===== config.mk =====
export PLATFORM = sky130hd
export DESIGN_NAME = fqsq_ctrl
export DESIGN_NICKNAME = d
export VERILOG_FILES = /design/src/sv/fqsq_pkg.sv /design/src/sv/fqsq_ctrl.sv
export SDC_FILE = /design/constraint.sdc
export NUM_CORES = 1
export LEC_CHECK = 0
export BUFFER_PORTS_ARGS = -buffer_cell sky130_fd_sc_hd__buf_2
export CAP_MARGIN = 40
export CORE_AREA = 2 2 39 41
export CTS_BUF_LIST = sky130_fd_sc_hd__clkbuf_16
export DETAILED_ROUTE_END_ITERATION = 8
export DIE_AREA = 0 0 41 43
export PLACE_DENSITY = 0.3
export SYNTH_ARGS = -nofsm -noshare
export SYNTH_HDL_FRONTEND = slang
export SYNTH_SLANG_ARGS = --single-unit

===== constraint.sdc =====
create_clock -name clock -period 2.3 [get_ports clock]
set_clock_uncertainty 0.2 [all_clocks]
set_input_delay 0.46 -clock clock [delete_from_list [all_inputs] [get_ports clock]]
set_output_delay 0.46 -clock clock [all_outputs]
set_load 0.02 [all_outputs]

===== src/sv/fqsq_pkg.sv =====
// Shared constants, codes and controller/datapath interface types for the scan queue.
`timescale 1ns / 1ps

package fqsq_pkg;

   localparam int DEPTH_DEFAULT = 256;

   localparam int KIND_W   = 3;
   localparam int VALUE_W  = 32;
   localparam int POS_W    = 8;
   localparam int STATUS_W = 2;
   localparam int CNT_W    = 9;

   localparam logic [KIND_W-1:0] KIND_PUSH   = 3'd0;
   localparam logic [KIND_W-1:0] KIND_POP    = 3'd1;
   localparam logic [KIND_W-1:0] KIND_CLEAR  = 3'd2;
   localparam logic [KIND_W-1:0] KIND_COUNT  = 3'd3;
   localparam logic [KIND_W-1:0] KIND_MIN    = 3'd4;
   localparam logic [KIND_W-1:0] KIND_MAX    = 3'd5;
   localparam logic [KIND_W-1:0] KIND_REMOVE = 3'd6;

   localparam logic [STATUS_W-1:0] ST_OK     = 2'd0;
   localparam logic [STATUS_W-1:0] ST_EMPTY  = 2'd1;
   localparam logic [STATUS_W-1:0] ST_FULL   = 2'd2;
   localparam logic [STATUS_W-1:0] ST_BADPOS = 2'd3;

   typedef struct packed {
      logic capture;
      logic exec;
      logic step;
      logic finish;
   } fqsq_cmd_type;

   typedef struct packed {
      logic need_scan;
      logic scan_last;
   } fqsq_stat_type;

endpackage


===== src/sv/fqsq_ctrl.sv =====
// Sequencing state machine for the scan queue.
`timescale 1ns / 1ps

module fqsq_ctrl
   import fqsq_pkg::*;
(
   input  logic          clock,
   input  logic          reset,
   input  logic          start,
   output logic          busy,
   input  fqsq_stat_type stat,
   output fqsq_cmd_type  cmd
);

   localparam logic [2:0] S_IDLE  = 3'd0;
   localparam logic [2:0] S_EXEC  = 3'd1;
   localparam logic [2:0] S_SCAN  = 3'd2;
   localparam logic [2:0] S_DRAIN = 3'd3;
   localparam logic [2:0] S_DONE  = 3'd4;

   logic [2:0] state_ff;
   logic [2:0] state_in;

   always_comb begin
      state_in = state_ff;
      cmd      = '0;
      case (state_ff)
         S_IDLE: begin
            if (start) begin
               cmd.capture = 1'b1;
               state_in    = S_EXEC;
            end
         end
         S_EXEC: begin
            cmd.exec = 1'b1;
            state_in = stat.need_scan ? S_SCAN : S_IDLE;
         end
         S_SCAN: begin
            cmd.step = 1'b1;
            if (stat.scan_last) begin
               state_in = S_DRAIN;
            end
         end
         S_DRAIN: begin
            state_in = S_DONE;
         end
         S_DONE: begin
            cmd.finish = 1'b1;
            state_in   = S_IDLE;
         end
         default: begin
            state_in = S_IDLE;
         end
      endcase
   end

   always_ff @(posedge clock) begin
      if (reset) begin
         state_ff <= S_IDLE;
      end else begin
         state_ff <= state_in;
      end
   end

   assign busy = (state_ff != S_IDLE);

endmodule


==> metrics.cfg <==
[status]
status=finished clean

[sta]
tightest_slew_ns=0.282
fin_ws_ns=0.489
min_period_ns=1.81
relSlewSlack_pct=81.2
min_period_over_period_pct=78.8
hold_viol=0
drv_slew=0
rsz0062_at_grt=no
finalSetupViolCount=0
tns_ns=0
holdWs_ns=0.247
fmax_ghz=0.552

[floorplanning]
chipWidth_um=41
die_area_mm2=0.00176
rows=14
start_util_pct=11.4
boundaryPins=10
fp.coreArea_mm2=0.00138
die_h_um=43

[global_route]
track_usage_pct=6.21
grt.overflow.total=0
antenna_found_initial=0
grt_pass1_vias=170
grt_pass1_wl_um=669
grt_max_degree=10

[final_layout]
area_growth_pct=91.3
n_antenna_cell=0
final_util_pct=21.8
nNetsFinal=34
largest_reg_flops=3
final_cell_area_um2=302
largest_register=state_ff
top_regs=state_ff x3
drive_gt1_share_pct=53.6

[synthesis]
syn_inst=15
synth-edff-count=0
syn_nets=20
synth-seq-area-share_pct=38.1
yosys.area.top_type=dfxtp_1
ys_types=11
synthesis.area_um2=158
synth-main-ff-cell=dfxtp_1
netlist_top_cells_area=dfxtp_1 38%, nor3b_1 14%, a2111oi_2 9.5%
synth_common_cells=3 x dfxtp_1, 3 x nor3b_1
synthArstFlopShare_pct=0
synth_seq_cells=3
ys_warn_count=0
synth_area_per_cell_um2=10.5
synth_top_area_share_pct=38.1

[power]
netSwitchingFraction_pct=17.9
p_leak_nw=0.137
internal_power_uw=292
pwr-share-comb_pct=7.9
power.share.clock_pct=75.1
power_density_mw_per_mm2=1180
vdd_ir_drop_max_v=0.000212
p_switching_uw=63.6
pwr-share-seq_pct=16.9

[setup_path]
crit_chain=nand2b_2, nor3_1, buf_2
crit_type=flip-flop to primary output
worstPathRequired_ns=1.64
critPathArrivalTime_ns=1.15
cpPeakStageDelay_ns=0.37
cp_max_fo=9
r2r-start=state_ff[1]
startpoint=state_ff[1]
crit_path_end_kind=primary output
crit_path_top_delay_cell=dfxtp_1
rr_worst_depth=2
cp-start-kind=flip-flop

[cts]
cts.clk_slew.worst_paths_ns=0.03
cts_root_buffer=clkbuf_16
numCtsBuffers=3
numClockSinks=3
cts_tree=done
clkLatencyLatePin_ns=0.22
cts_resized=0
cts_htree_levels=1
clock_path_buffers=2
ctsHoldBuffers=0
cts_setup_buffers=0

[routing]
dr.pass1.iters=2
routed_wl_um=408
wire_per_inst_um=9.27
num_vias=168
drtIter0Drc=6
avgViaCountPerCell=3.82
postRouteAntennaNets=0
post-route-drc-count=0

[worst_hold_path]
worstHoldStart=reset
hold_depth=2
hp-class=input port to flip-flop

[place]
pre_cts_slack_ns=0.693
gp_congestion=0.580
portBuffers=9
placed_cell_area_um2=223

[flow_run]
maxCapViolCount=0

[logic make-up after synthesis]
logic type / share of synthesized area, %
compound gates: 14.3
flops: 38.1
simple gates: 47.6
[layer usage]
metal  GRT usage, %  routed length (µm)  vias up
li1               -                   -       85
met1           6.71                 213       75
met2           7.19                 162        8
met3           3.14                  32        0
met4           8.00                   0        0
met5              0                   0        -
[worst paths after layout]
check,end,slack (ns)
max,cmd[3],0.49
min,state_ff[0],0.25
max reg2reg,state_ff[0],1.10
min reg2reg,state_ff[0],0.37
[through the flow]
step	instances	power, mW
after CTS	44	0.362
after floorplan	15	0.0773
after detailed placement	40	0.0893
final	44	0.355
after global placement	40	0.0888
after global routing	44	0.375
[layout by cell type (no fill, tap or decap), drive strengths merged]
cell     netlist  final
a2111oi        1      1
and4bb         1      1
nand3b         1      1
or3            1      1
inv            0      1
a211oi         1      1
buf            0      9
clkbuf         0      3
nand2b         2      2
nand2          1      1
dfxtp          3      3
nor3           1      1
nor3b          3      3
[power groups by stage]
stage / registers [mW] / clock network [mW] / logic [mW]
2_1_floorplan: 0.0594 / 0 / 0.0180
3_5_place_dp: 0.0609 / 0 / 0.0284
5_1_grt: 0.0609 / 0.284 / 0.0306
3_3_place_gp: 0.0607 / 0 / 0.0281
6_report: 0.0602 / 0.267 / 0.0281
4_1_cts: 0.0602 / 0.273 / 0.0286
[area by class of cell]
class | instances | area (µm²)
multi-input combinational | 12 | 97.6
fill | 149 | 1080
clock inverter | 1 | 3.75
clock buffer | 3 | 75.1
timing repair buffer | 9 | 45.0
sequential | 3 | 60.1
tap | 16 | 20.0
[critical path: cells and delay by family (launching register included)]
| kind | cells | cell delay, ns |
|---|---|---|
| and+or+nand+nor | 2 | 0.37 |
| buffers and inverters | 1 | 0.19 |
| DFF | 1 | 0.37 |
No activity file was read; power rests on OpenSTA's default activity.
